`config.mk`:
```
export PLATFORM = sky130hd
export DESIGN_NAME = polyline_walk_to_distance_unit
export DESIGN_NICKNAME = d
export VERILOG_FILES = /design/src/pwd_pkg.sv /design/src/pwd_cfg.sv /design/src/pwd_mul.sv /design/src/polyline_walk_to_distance_unit.sv
export SDC_FILE = /design/constraint.sdc
export NUM_CORES = 2
export LEC_CHECK = 0
export BUFFER_PORTS_ARGS = -buffer_cell sky130_fd_sc_hd__buf_2
export CAP_MARGIN = 20
export CORE_ASPECT_RATIO = 1.25
export CORE_MARGIN = 3
export CORE_UTILIZATION = 62
export DETAILED_ROUTE_END_ITERATION = 10
export GPL_TIMING_DRIVEN = 0
export PLACE_DENSITY_LB_ADDON = 0.05
export SYNTH_ARGS = -nofsm -noshare
export SYNTH_HDL_FRONTEND = slang
export SYNTH_SLANG_ARGS = --single-unit
```
`constraint.sdc`:
```
create_clock -name clk -period 9.6 [get_ports clk]
set_input_delay 1.44 -clock clk [delete_from_list [all_inputs] [get_ports clk]]
set_output_delay 1.44 -clock clk [all_outputs]
set_load 0.01 [all_outputs]
```
`src/pwd_pkg.sv`:
```
// pwd_pkg: shared widths, status codes, register addresses and payload types
// for the polyline walk-to-distance block. No dependencies.
package pwd_pkg;

    localparam int COORD_BITS = 24;
    localparam int INDEX_BITS = 16;
    localparam int TGT_W      = 24;
    localparam int CAP_W      = 16;

    // segment length and square-root digit count
    localparam int LEN_W   = COORD_BITS + 1;
    localparam int SQ_W    = 2 * LEN_W;
    localparam int FRAC_W  = 16;
    localparam int Q_W     = FRAC_W + 1;
    localparam int MUL_A_W = LEN_W;
    localparam int MUL_B_W = (LEN_W > Q_W) ? LEN_W : Q_W;
    localparam int MUL_P_W = MUL_A_W + MUL_B_W;
    localparam int CNT_W   = 5;

    localparam logic [1:0] ST_PASS    = 2'd0;
    localparam logic [1:0] ST_TARGET  = 2'd1;
    localparam logic [1:0] ST_SHORT   = 2'd2;
    localparam logic [1:0] ST_INVALID = 2'd3;

    localparam logic ADDR_TARGET   = 1'b0;
    localparam logic ADDR_CAPACITY = 1'b1;

    typedef struct packed {
        logic signed [COORD_BITS-1:0] vertex_x;
        logic signed [COORD_BITS-1:0] vertex_y;
        logic                         last_vertex;
    } vertex_t;

    typedef struct packed {
        logic signed [COORD_BITS-1:0] point_x;
        logic signed [COORD_BITS-1:0] point_y;
        logic [INDEX_BITS-1:0]        point_index;
        logic [1:0]                   status;
    } point_t;

    typedef struct packed {
        logic [TGT_W-1:0] target_distance;
        logic [CAP_W-1:0] out_capacity;
    } cfg_t;

endpackage

```
`src/pwd_cfg.sv`:
```
// pwd_cfg: apb-style configuration registers (target distance, capacity)
// depends on pwd_pkg
module pwd_cfg (
    input  logic               clk,
    input  logic               rst_n,
    input  logic               psel,
    input  logic               penable,
    input  logic               pwrite,
    input  logic [2:0]         paddr,
    input  logic [31:0]        pwdata,
    output logic [31:0]        prdata,
    output logic               pready,
    output pwd_pkg::cfg_t      cfg
);

    logic [pwd_pkg::TGT_W-1:0] target_reg;
    logic [pwd_pkg::CAP_W-1:0] capacity_reg;
    logic                      wr_en;

    assign pready = 1'b1;
    assign wr_en  = psel && penable && pwrite;

    always_ff @(posedge clk or negedge rst_n)
    begin
        if (!rst_n)
        begin
            target_reg   <= '0;
            capacity_reg <= '1;
        end
        else if (wr_en)
        begin
            unique case (paddr[2])
                pwd_pkg::ADDR_TARGET:   target_reg   <= pwdata[pwd_pkg::TGT_W-1:0];
                pwd_pkg::ADDR_CAPACITY: capacity_reg <= pwdata[pwd_pkg::CAP_W-1:0];
                default: ;
            endcase
        end
    end

    always_comb
    begin
        unique case (paddr[2])
            pwd_pkg::ADDR_TARGET:   prdata = {{(32-pwd_pkg::TGT_W){1'b0}}, target_reg};
            pwd_pkg::ADDR_CAPACITY: prdata = {{(32-pwd_pkg::CAP_W){1'b0}}, capacity_reg};
            default:                prdata = '0;
        endcase
    end

    assign cfg.target_distance = target_reg;
    assign cfg.out_capacity    = capacity_reg;

endmodule

```
`src/pwd_mul.sv`:
```
// pwd_mul: shared unsigned multiplier with registered product, used for the
// squares of the deltas and for the scaled offsets. depends on pwd_pkg
module pwd_mul (
    input  logic                          clk,
    input  logic [pwd_pkg::MUL_A_W-1:0]   a,
    input  logic [pwd_pkg::MUL_B_W-1:0]   b,
    output logic [pwd_pkg::MUL_P_W-1:0]   p
);

    logic [pwd_pkg::MUL_P_W-1:0] p_reg;
    logic [pwd_pkg::MUL_P_W-1:0] p_next;

    assign p_next = {{pwd_pkg::MUL_B_W{1'b0}}, a} * {{pwd_pkg::MUL_A_W{1'b0}}, b};

    always_ff @(posedge clk)
    begin
        p_reg <= p_next;
    end

    assign p = p_reg;

endmodule

```
`src/polyline_walk_to_distance_unit.sv`:
```
// polyline_walk_to_distance_unit: top level, vertex sequencer with square root,
// division and shared multiplier. depends on pwd_pkg, pwd_cfg, pwd_mul
//
// Vertices arrive one per transaction; the unit keeps the previous vertex and
// the distance walked. A vertex that opens a path, or that arrives after the
// target point or while the capacity is one or less, is taken and the unit is
// ready again in the next cycle; if it closes a path with the invalid status,
// the unit goes on to load the output register. Any other vertex, when it is
// passed, goes from the accepting cycle through two multiplier passes for the
// squares, one add, the square-root loop at one root bit per cycle, one
// compare and the load of the output. A vertex that reaches the target goes
// on from the compare to restoring division for the 16-bit fraction, two
// multiplier passes and forming the point before that load. The unit takes no
// new vertex until the current one is finished; a result waits in an output
// register, and a second result stalls the unit until the first is taken.
module polyline_walk_to_distance_unit (
    input  logic              clk,
    input  logic              rst_n,
    input  logic              in_valid,
    output logic              in_ready,
    input  pwd_pkg::vertex_t  in_data,
    output logic              out_valid,
    input  logic              out_ready,
    output pwd_pkg::point_t   out_data,
    input  logic              psel,
    input  logic              penable,
    input  logic              pwrite,
    input  logic [2:0]        paddr,
    input  logic [31:0]       pwdata,
    output logic [31:0]       prdata,
    output logic              pready
);

    localparam int CW = pwd_pkg::COORD_BITS;
    localparam int LW = pwd_pkg::LEN_W;
    localparam int SW = pwd_pkg::SQ_W;
    localparam int TW = pwd_pkg::TGT_W;
    localparam int IW = pwd_pkg::INDEX_BITS;
    localparam int QW = pwd_pkg::Q_W;
    localparam int FW = pwd_pkg::FRAC_W;
    localparam int NW = pwd_pkg::CNT_W;
    localparam int PW = pwd_pkg::MUL_P_W;
    localparam int BW = pwd_pkg::MUL_B_W;
    localparam int HW = (LW > TW) ? LW + 1 : TW + 1;

    typedef enum logic [3:0] {
        S_IDLE, S_SQX, S_SQY, S_ADD, S_ROOT, S_CMP, S_DIV, S_MX, S_MY, S_FIN, S_OUT
    } state_t;

    pwd_pkg::cfg_t cfg;

    state_t                state_reg;
    logic signed [CW-1:0]  prev_x_reg, prev_y_reg;
    logic signed [CW-1:0]  x_reg, y_reg;
    logic                  last_reg;
    logic [TW-1:0]         walked_reg;
    logic [IW-1:0]         count_reg;
    logic                  found_reg;
    logic [LW-1:0]         ax_reg, ay_reg;
    logic                  negx_reg, negy_reg;
    logic [SW-1:0]         sq_reg;
    logic [LW+2:0]         rrem_reg;
    logic [LW-1:0]         root_reg;
    logic [NW-1:0]         cnt_reg;
    logic [LW:0]           divr_reg;
    logic [QW-1:0]         q_reg;
    logic signed [CW-1:0]  px_reg;
    pwd_pkg::point_t       res_reg;
    pwd_pkg::point_t       out_reg;
    logic                  out_valid_reg;

    logic [LW-1:0]          mul_a;
    logic [BW-1:0]          mul_b;
    logic [PW-1:0]          prod;

    logic                   accept;
    logic signed [CW:0]     dx, dy;
    logic [LW+2:0]          rr, trial;
    logic [HW-1:0]          reach_sum;
    logic [TW-1:0]          rem;
    logic [LW:0]            div_d;
    logic                   div_bit;
    logic [QW-1:0]          q_eff;
    logic [LW-1:0]          off;
    logic signed [CW+1:0]   coord_sum;
    logic                   neg_sel;
    logic signed [CW-1:0]   prev_sel;

    pwd_cfg u_cfg (
        .clk     (clk),
        .rst_n   (rst_n),
        .psel    (psel),
        .penable (penable),
        .pwrite  (pwrite),
        .paddr   (paddr),
        .pwdata  (pwdata),
        .prdata  (prdata),
        .pready  (pready),
        .cfg     (cfg)
    );

    pwd_mul u_mul (
        .clk (clk),
        .a   (mul_a),
        .b   (mul_b),
        .p   (prod)
    );

    assign in_ready  = (state_reg == S_IDLE);
    assign accept    = in_valid && in_ready;
    assign out_valid = out_valid_reg;
    assign out_data  = out_reg;

    assign dx = {in_data.vertex_x[CW-1], in_data.vertex_x} - {prev_x_reg[CW-1], prev_x_reg};
    assign dy = {in_data.vertex_y[CW-1], in_data.vertex_y} - {prev_y_reg[CW-1], prev_y_reg};

    // one root digit per cycle
    assign rr    = {rrem_reg[LW:0], sq_reg[SW-1:SW-2]};
    assign trial = {1'b0, root_reg, 2'b01};

    assign reach_sum = HW'(walked_reg) + HW'(root_reg);
    assign rem       = (cfg.target_distance > walked_reg) ?
                       cfg.target_distance - walked_reg : '0;

    assign div_bit = (divr_reg >= {1'b0, root_reg});
    assign div_d   = div_bit ? divr_reg - {1'b0, root_reg} : divr_reg;
    assign q_eff   = (root_reg == '0) ? '0 : q_reg;

    always_comb
    begin
        mul_a = ax_reg;
        mul_b = BW'(q_eff);
        unique case (state_reg)
            S_SQX:   begin mul_a = ax_reg; mul_b = BW'(ax_reg); end
            S_SQY:   begin mul_a = ay_reg; mul_b = BW'(ay_reg); end
            S_MX:    begin mul_a = ax_reg; mul_b = BW'(q_eff);  end
            S_MY:    begin mul_a = ay_reg; mul_b = BW'(q_eff);  end
            default: ;
        endcase
    end

    // offset truncated toward zero, then added to the segment start
    assign off       = prod[FW+LW-1:FW];
    assign neg_sel   = (state_reg == S_MY) ? negx_reg : negy_reg;
    assign prev_sel  = (state_reg == S_MY) ? prev_x_reg : prev_y_reg;
    assign coord_sum = {{2{prev_sel[CW-1]}}, prev_sel}
                       + (neg_sel ? -$signed({1'b0, off}) : $signed({1'b0, off}));

    always_ff @(posedge clk or negedge rst_n)
    begin
        if (!rst_n)
        begin
            state_reg     <= S_IDLE;
            prev_x_reg    <= '0;
            prev_y_reg    <= '0;
            walked_reg    <= '0;
            count_reg     <= '0;
            found_reg     <= 1'b0;
            out_valid_reg <= 1'b0;
        end
        else
        begin
            // while loading the output, that state owns the valid flag
            if (out_valid_reg && out_ready && state_reg != S_OUT)
            begin
                out_valid_reg <= 1'b0;
            end
            unique case (state_reg)
                S_IDLE:
                begin
                    if (accept)
                    begin
                        x_reg    <= in_data.vertex_x;
                        y_reg    <= in_data.vertex_y;
                        last_reg <= in_data.last_vertex;
                        ax_reg   <= dx[CW] ? LW'(-dx) : LW'(dx);
                        ay_reg   <= dy[CW] ? LW'(-dy) : LW'(dy);
                        negx_reg <= dx[CW];
                        negy_reg <= dy[CW];
                        res_reg  <= '{point_x: '0, point_y: '0, point_index: '0,
                                      status: pwd_pkg::ST_INVALID};
                        if (cfg.out_capacity <= pwd_pkg::CAP_W'(1))
                        begin
                            if (in_data.last_vertex)
                            begin
                                prev_x_reg <= '0;
                                prev_y_reg <= '0;
                                walked_reg <= '0;
                                count_reg  <= '0;
                                found_reg  <= 1'b0;
                                state_reg  <= S_OUT;
                            end
                        end
                        else if (found_reg)
                        begin
                            if (in_data.last_vertex)
                            begin
                                prev_x_reg <= '0;
                                prev_y_reg <= '0;
                                walked_reg <= '0;
                                count_reg  <= '0;
                                found_reg  <= 1'b0;
                            end
                        end
                        else if (count_reg == '0)
                        begin
                            if (in_data.last_vertex)
                            begin
                                prev_x_reg <= '0;
                                prev_y_reg <= '0;
                                walked_reg <= '0;
                                state_reg  <= S_OUT;
                            end
                            else
                            begin
                                prev_x_reg <= in_data.vertex_x;
                                prev_y_reg <= in_data.vertex_y;
                                count_reg  <= IW'(1);
                            end
                        end
                        else
                        begin
                            state_reg <= S_SQX;
                        end
                    end
                end
                S_SQX:
                begin
                    state_reg <= S_SQY;
                end
                S_SQY:
                begin
                    sq_reg    <= SW'(prod);
                    state_reg <= S_ADD;
                end
                S_ADD:
                begin
                    sq_reg    <= sq_reg + SW'(prod);
                    rrem_reg  <= '0;
                    root_reg  <= '0;
                    cnt_reg   <= NW'(LW - 1);
                    state_reg <= S_ROOT;
                end
                S_ROOT:
                begin
                    if (rr >= trial)
                    begin
                        rrem_reg <= rr - trial;
                        root_reg <= {root_reg[LW-2:0], 1'b1};
                    end
                    else
                    begin
                        rrem_reg <= rr;
                        root_reg <= {root_reg[LW-2:0], 1'b0};
                    end
                    sq_reg  <= {sq_reg[SW-3:0], 2'b00};
                    cnt_reg <= cnt_reg - NW'(1);
                    if (cnt_reg == '0)
                    begin
                        state_reg <= S_CMP;
                    end
                end
                S_CMP:
                begin
                    if (reach_sum >= HW'(cfg.target_distance))
                    begin
                        divr_reg  <= (LW+1)'(rem);
                        q_reg     <= '0;
                        cnt_reg   <= NW'(QW - 1);
                        state_reg <= S_DIV;
                    end
                    else
                    begin
                        res_reg <= '{point_x: prev_x_reg, point_y: prev_y_reg,
                                     point_index: count_reg,
                                     status: last_reg ? pwd_pkg::ST_SHORT : pwd_pkg::ST_PASS};
                        if (last_reg)
                        begin
                            prev_x_reg <= '0;
                            prev_y_reg <= '0;
                            walked_reg <= '0;
                            count_reg  <= '0;
                        end
                        else
                        begin
                            walked_reg <= reach_sum[TW-1:0];
                            prev_x_reg <= x_reg;
                            prev_y_reg <= y_reg;
                            if (count_reg != '1)
                            begin
                                count_reg <= count_reg + IW'(1);
                            end
                        end
                        state_reg <= S_OUT;
                    end
                end
                S_DIV:
                begin
                    divr_reg <= {div_d[LW-1:0], 1'b0};
                    q_reg    <= {q_reg[QW-2:0], div_bit};
                    cnt_reg  <= cnt_reg - NW'(1);
                    if (cnt_reg == '0)
                    begin
                        state_reg <= S_MX;
                    end
                end
                S_MX:
                begin
                    state_reg <= S_MY;
                end
                S_MY:
                begin
                    px_reg    <= coord_sum[CW-1:0];
                    state_reg <= S_FIN;
                end
                S_FIN:
                begin
                    res_reg <= '{point_x: px_reg, point_y: coord_sum[CW-1:0],
                                 point_index: count_reg + IW'(1),
                                 status: pwd_pkg::ST_TARGET};
                    if (last_reg)
                    begin
                        prev_x_reg <= '0;
                        prev_y_reg <= '0;
                        walked_reg <= '0;
                        count_reg  <= '0;
                    end
                    else
                    begin
                        found_reg <= 1'b1;
                    end
                    state_reg <= S_OUT;
                end
                S_OUT:
                begin
                    if (!out_valid_reg || out_ready)
                    begin
                        out_reg       <= res_reg;
                        out_valid_reg <= 1'b1;
                        state_reg     <= S_IDLE;
                    end
                end
                default:
                begin
                    state_reg <= S_IDLE;
                end
            endcase
        end
    end

    // fraction never exceeds one since the remaining distance fits the segment
    assert property (@(posedge clk) disable iff (!rst_n)
        (state_reg == S_MX) |-> (q_eff <= QW'(1 << FW)))
        else $error("ratio above one");

    assert property (@(posedge clk) disable iff (!rst_n)
        found_reg |-> (count_reg != '0))
        else $error("target found on empty path");

    assert property (@(posedge clk) disable iff (!rst_n)
        (state_reg == S_SQX) |-> (count_reg != '0) && !found_reg)
        else $error("segment started without a previous vertex");

    assert property (@(posedge clk) disable iff (!rst_n)
        (state_reg == S_OUT && out_valid_reg && !out_ready) |=> (state_reg == S_OUT))
        else $error("result dropped while output stalled");

endmodule
```
### After elaboration in Yosys (flattened, before gate mapping)

Cells that the tools add are included.

| word-level totals | value |
|---|---|
| register bits after elaboration | 590 |
| bits of input ports | 91 |
| output and inout port bits | 101 |
| word-level logic and storage cells | 196 |

| operators by class | value |
|---|---|
| equality and inequality tests | 25 |
| muxes and demuxes | 84 |
| magnitude comparators | 5 |
| bitwise logic cells | 1 |
| reduce and logical (&&, ||, !) cells | 33 |
| $add $sub $neg | 13 |
| multiply operators | 1 |

Operators with widths:

| kind | count |
|---|---|
| 24-bit two-way mux | 29 |
| 24-bit one-hot mux with 3 select lines | 3 |
| 66-bit one-hot mux with 3 select lines | 1 |
| 16-bit two-way mux | 10 |
| 50-bit one-hot mux with 3 select lines | 1 |
| 66-bit two-way mux | 2 |
| 26-bit one-hot mux with 2 select lines | 2 |
| 25-bit one-hot mux with 2 select lines | 2 |
| 32-bit one-hot mux with 2 select lines | 1 |
| 26-bit two-way mux | 2 |
| 50-bit adder | 1 |
| 25-bit by 25-bit multiplier with 50-bit output | 1 |
| 25-bit two-way mux | 2 |
| 25-bit negation | 2 |
| 24-bit by 24-bit subtractor with 25-bit output | 2 |
| 16-bit one-hot mux with 3 select lines | 1 |
| 4-bit one-hot mux with 11 select lines | 1 |
| 4-bit two-way mux | 9 |
| 17-bit two-way mux | 2 |
| 17-bit one-hot mux with 2 select lines | 1 |
| 28-bit by 27-bit >= comparator with 1-bit output | 1 |
| 24-bit by 25-bit adder with 26-bit output | 1 |
| 26-bit by 24-bit >= comparator with 1-bit output | 1 |
| 26-bit by 25-bit >= comparator with 1-bit output | 1 |
| 42 further kinds | 83 |

### Logic depth before layout (Yosys ltp)

| logic depth | value |
|---|---|
| depth after elaboration | 6 |
| gate-level depth with buffers | 36 |
| depth with buffers taken out | 33 |

### Hierarchy

A second synthesis with hierarchy kept.

| unflattened totals | value |
|---|---|
| cells, all modules | 5821 |
| area total of the unflattened synthesis | 56610.5 sq um |

Modules (own cells, without submodules):

| module | cells each | seq. area each (sq um) | area each (sq um) | times used |
|---|---|---|---|---|
| polyline_walk_to_distance_unit | 3304 | 14543.9 | 33015.4 | 1 |
| pwd_mul | 2394 | 1001.0 | 21643.3 | 1 |
| pwd_cfg | 123 | 1021.0 | 1951.9 | 1 |

### Least setup slack after synthesis

Ideal clock, no wire load.

| timing | value |
|---|---|
| kind | register to register |
| from | register state_reg[0] |
| to | register u_mul.p_reg, in the netlist u_mul.p[48] |
| path slack | 1.015 ns |
| cell stages (with the launch flop) | 30 |
| arrival time | 8.513 ns |
| required time | 9.528 ns |
| cells stage by stage | dfrtp_1 nand2b_1 clkbuf_1 nor3_1 nor3_1 clkbuf_1 a222oi_1 clkbuf_1 nor2_1 fa_1 fa_1 inv_1 fa_1 fa_1 inv_1 fa_1 fa_1 fa_1 ha_1 a21o_1 a21o_1 a211o_1 a21oi_1 o21ai_0 o22ai_1 o21ai_0 a21o_1 a221o_1 a21oi_1 xnor2_1 |

| between the ends | value |
|---|---|
| word-level cells in the longest chain between the ends | 4 |
| elaborated cells between the ends (all ways) | 7 |
| those cells by class | mul: 1; eq/ne: 3; mux: 2; reduce/logical: 1 |

RTL lines:

| element | line | source |
|---|---|---|
| start, declared | polyline_walk_to_distance_unit.sv:52 | `state_t state_reg;` |
| start signal, assigned | polyline_walk_to_distance_unit.sv:153 | `state_reg <= S_IDLE;` |
| start signal, assigned | polyline_walk_to_distance_unit.sv:191 | `state_reg <= S_OUT;` |
| start signal, assigned | polyline_walk_to_distance_unit.sv:212 | `state_reg <= S_OUT;` |
| 4-bit equality test or 4-bit by 2-bit equality test with 1-bit output (tied branches) | polyline_walk_to_distance_unit.sv:133 | `unique case (state_reg)` |
| 2-bit OR reduction (no source line) | -- |  |
| 25-bit two-way mux | polyline_walk_to_distance_unit.sv:133 |  |
| 25-bit by 25-bit multiplier with 50-bit output (*) | pwd_mul.sv:13 | `assign p_next = {{pwd_pkg::MUL_B_W{1'b0}}, a} * {{pwd_pkg::MUL_A_W{1'b0}}, b};` |
| net u_mul.p_next, one bit | pwd_mul.sv:11 | `logic [pwd_pkg::MUL_P_W-1:0] p_next;` |
| end signal, assigned | pwd_mul.sv:17 | `p_reg <= p_next;` |
| end, declared | pwd_mul.sv:10 | `logic [pwd_pkg::MUL_P_W-1:0] p_reg;` |

Mark *: on every way through the listed nets, which the timed path passes. The rest lies on a longest branch.
A chain may end at the register's enable or synchronous reset.

### Final worst setup path

| timing | value |
|---|---|
| from | register root_reg[12] |
| to | register u_mul.p_reg, in the netlist u_mul.p[48] |

| between the ends | value |
|---|---|
| word-level cells in the longest chain between the ends | 4 |

RTL lines:

| element | line | source |
|---|---|---|
| start, declared | polyline_walk_to_distance_unit.sv:63 | `logic [LW-1:0] root_reg;` |
| start signal, assigned | polyline_walk_to_distance_unit.sv:249 | `root_reg <= {root_reg[LW-2:0], 1'b1};` |
| start signal, assigned | polyline_walk_to_distance_unit.sv:254 | `root_reg <= {root_reg[LW-2:0], 1'b0};` |
| 25-bit zero test | polyline_walk_to_distance_unit.sv:127 | `assign q_eff = (root_reg == '0) ? '0 : q_reg;` |
| 17-bit two-way mux | polyline_walk_to_distance_unit.sv:127 |  |
| 25-bit one-hot mux with 2 select lines | polyline_walk_to_distance_unit.sv:133 |  |
| 25-bit by 25-bit multiplier with 50-bit output | pwd_mul.sv:13 |  |
| net u_mul.p_next, one bit | pwd_mul.sv:11 |  |

The timed path passes the listed nets, and every way through them passes these cells.

==> metrics <==
Final min period=9359 ps; worst-path fanout max=10; post-synth top area cell=edfxtp_1; DRT Pass-1 Iters=8; sequential area share after synthesis=29.72%; DR WL/cell=23.75 um; top post-synthesis cells by count=inv_1 (854), nor2_1 (637), nand2_1 (613); Starting DRT DRC Count=4328; initial core utilization=62.75%; vias per cell=6.102; overflow left after global routing=0; Max Cap Viol=0; Async SR Flop Fraction=22.71%; post-layout util=69.20%; kind of critical path=flop to flop; fill count=7171; clk slew on worst S/H paths=70 ps; Post-Synth XOR/XNOR Area=4.572%; clk buf depth=3; post-synthesis register bit count=590; initial antenna violation count=11; most frequent cell after synthesis=inv_1; Main synth FF type=edfxtp_1; Die H=341.3 um; row cnt=122; skew final=88.18 ps; synthesized instance count=5947; area delta synth->final=10.27%; root buf cell=clkbuf_16; synth top area cells=edfxtp_1 (22%), fa_1 (19%), ha_1 (9.8%); status=complete, no violations; number of distinct library cells after synthesis=94; global-route wire length before repair=269400 um; critical path's slowest cell=a222oi_1; fmax=106.8 MHz; final hold vios=0; number of synthesized flops with an enable pin=406; Vias=45580; Ys Warns=0; port buffer count=171; largest family of logic cells by synthesized area=adder cells; CP peak stage delay=600 ps; CP Launch Type=flop; Synth Area in Compound Gates=13.83%; layout cells sized above 1=9.531%; hpwl dp=144300 um; CTS Buf Count=61; # DRC=0; final setup vio count=0; Mean Syn Cell Area=9.374 um2; relative slew slack=24.13%; hold crit path type=flop to flop; cell area after synthesis=55750 um2; Worst Path Required=10100 ps; Synth Area in Simple Gates=13.06%; die width=274.2 um; number of global-route vias before repair=46210; Final Wtd Congestion=1.009; WL final=177400 um; cts hold-fix bufs=0; mux contribution to synthesized area=2.523%; worst path arrival time=9860 ps; Total GRT Usage=38.18%; die area=93570 um2; Pins Over Slew Limit=0; CTS tree=done; Adder-Cell Fraction of Synth Area=28.93%; NumNets Final=7292; Core ar.=88840 um2; worst slew pin tran=1129 ps; largest net degree at the start of global routing=89; CP Capture Type=flop; most used cell, CP=fa_1; Synth top area share=21.87%; clock latency at the later pin of the worst-skew pair=710 ps; Tcrit/Tclk final=97.49%; clk sinks=590; antenna-violating nets left=0; H-tree depth=2; # IOs=192
==> metrics by stage <==
stage	cells	setup slack, ps	setup TNS [ps]	hold slack [ps]	cell area, um2
detailed placement	7340	-1595	-21910	404.5	58530
CTS	7457	1.549	0	414.5	61200
finish	7469	240.7	0	413.4	61470
global route	7468	-56.07	-149.1	413.3	61470
floorplan	5954	1015	0	400.3	55770
global placement	7303	-3282	-188050	402.6	58100
==> cell type report <==
cell class / instances / area (um2) / area share (%)
clock inverter: 42 / 620.6 / 1.010
buffer: 213 / 963.4 / 1.567
antenna: 6 / 15.01 / 0.02442
timing repair buffer: 226 / 1405 / 2.286
multi-input combinational: 4282 / 35500 / 57.74
sequential: 590 / 16570 / 26.95
clock buffer: 74 / 1712 / 2.784
tap: 1178 / 1474 / 2.398
inverter: 858 / 3221 / 5.239
==> what timing repair did <==
item                       in CTS  in global routing
gates resized for setup        90                 86
setup endpoints to repair      29                 12
pin swaps                       8                 11
setup buffers                   8                  9
==> critical path: cells and delay by family (launching register included) <==
kind                       cells  cell delay (ps)
and+or+nand+nor                5             1040
adders and majority gates      8             3860
AOI/OAI and AO/OA             11             2700
DFF                            1              510
xor gates and xnor gates       1              220
buffers and inverters          6              900
==> kinds of logic after synthesis <==
group,after synthesis
flip-flops,590
other,2
AND/OR/NAND/NOR,1675
multiplexers,132
adder cells (fa/ha/maj),969
XOR/XNOR,291
AO/OA/AOI/OAI,1206
buffers and inverters,1082
==> path summary, 6_finish.rpt <==
| kind | startpoint | end | slack, ps | cells after the start |
|---|---|---|---|---|
| worst max-delay path | root_reg[12] | u_mul.p[48] | 240 | 31 |
| worst min-delay path | res_reg[55] | out_data[55] | 410 | 0 |
| min in group asynchronous | rst_n | prev_y_reg[14] | 690 | 1 |
| max in group asynchronous | rst_n | u_cfg.target_reg[23] | 7910 | 2 |
| worst max register to register | root_reg[12] | u_mul.p[48] | 240 | 31 |
| worst min register to register | res_reg[55] | out_data[55] | 410 | 0 |
==> layout by cell type, fill, tap and decap left out, types with 59 or more instances in the layout <==
cell       count
a21oi_1      248
a21o_1       122
nor2_1       635
nand2_1      613
mux2_2        68
a22oi_1      108
nand3_1       59
o21ai_0      382
buf_2        188
clkbuf_1     148
inv_1        854
edfxtp_1     406
clkbuf_16     66
xor2_1        96
nor3_1        59
dfrtp_1      118
xnor2_1      189
ha_1         432
fa_1         533
==> layer usage <==
metal / global-route usage (%) / share of wire [%] / up-vias
met5: 0 / 0.0051 / -
met4: 23.81 / 7.7 / 2
met3: 6.438 / 7.7 / 630
met2: 63.23 / 48 / 2124
met1: 46.59 / 37 / 22310
li1: - / - / 20520
Power is left out: the tool's default activity adds up to more than one toggle a clock period on the data nets, which glitch-free logic cannot reach.
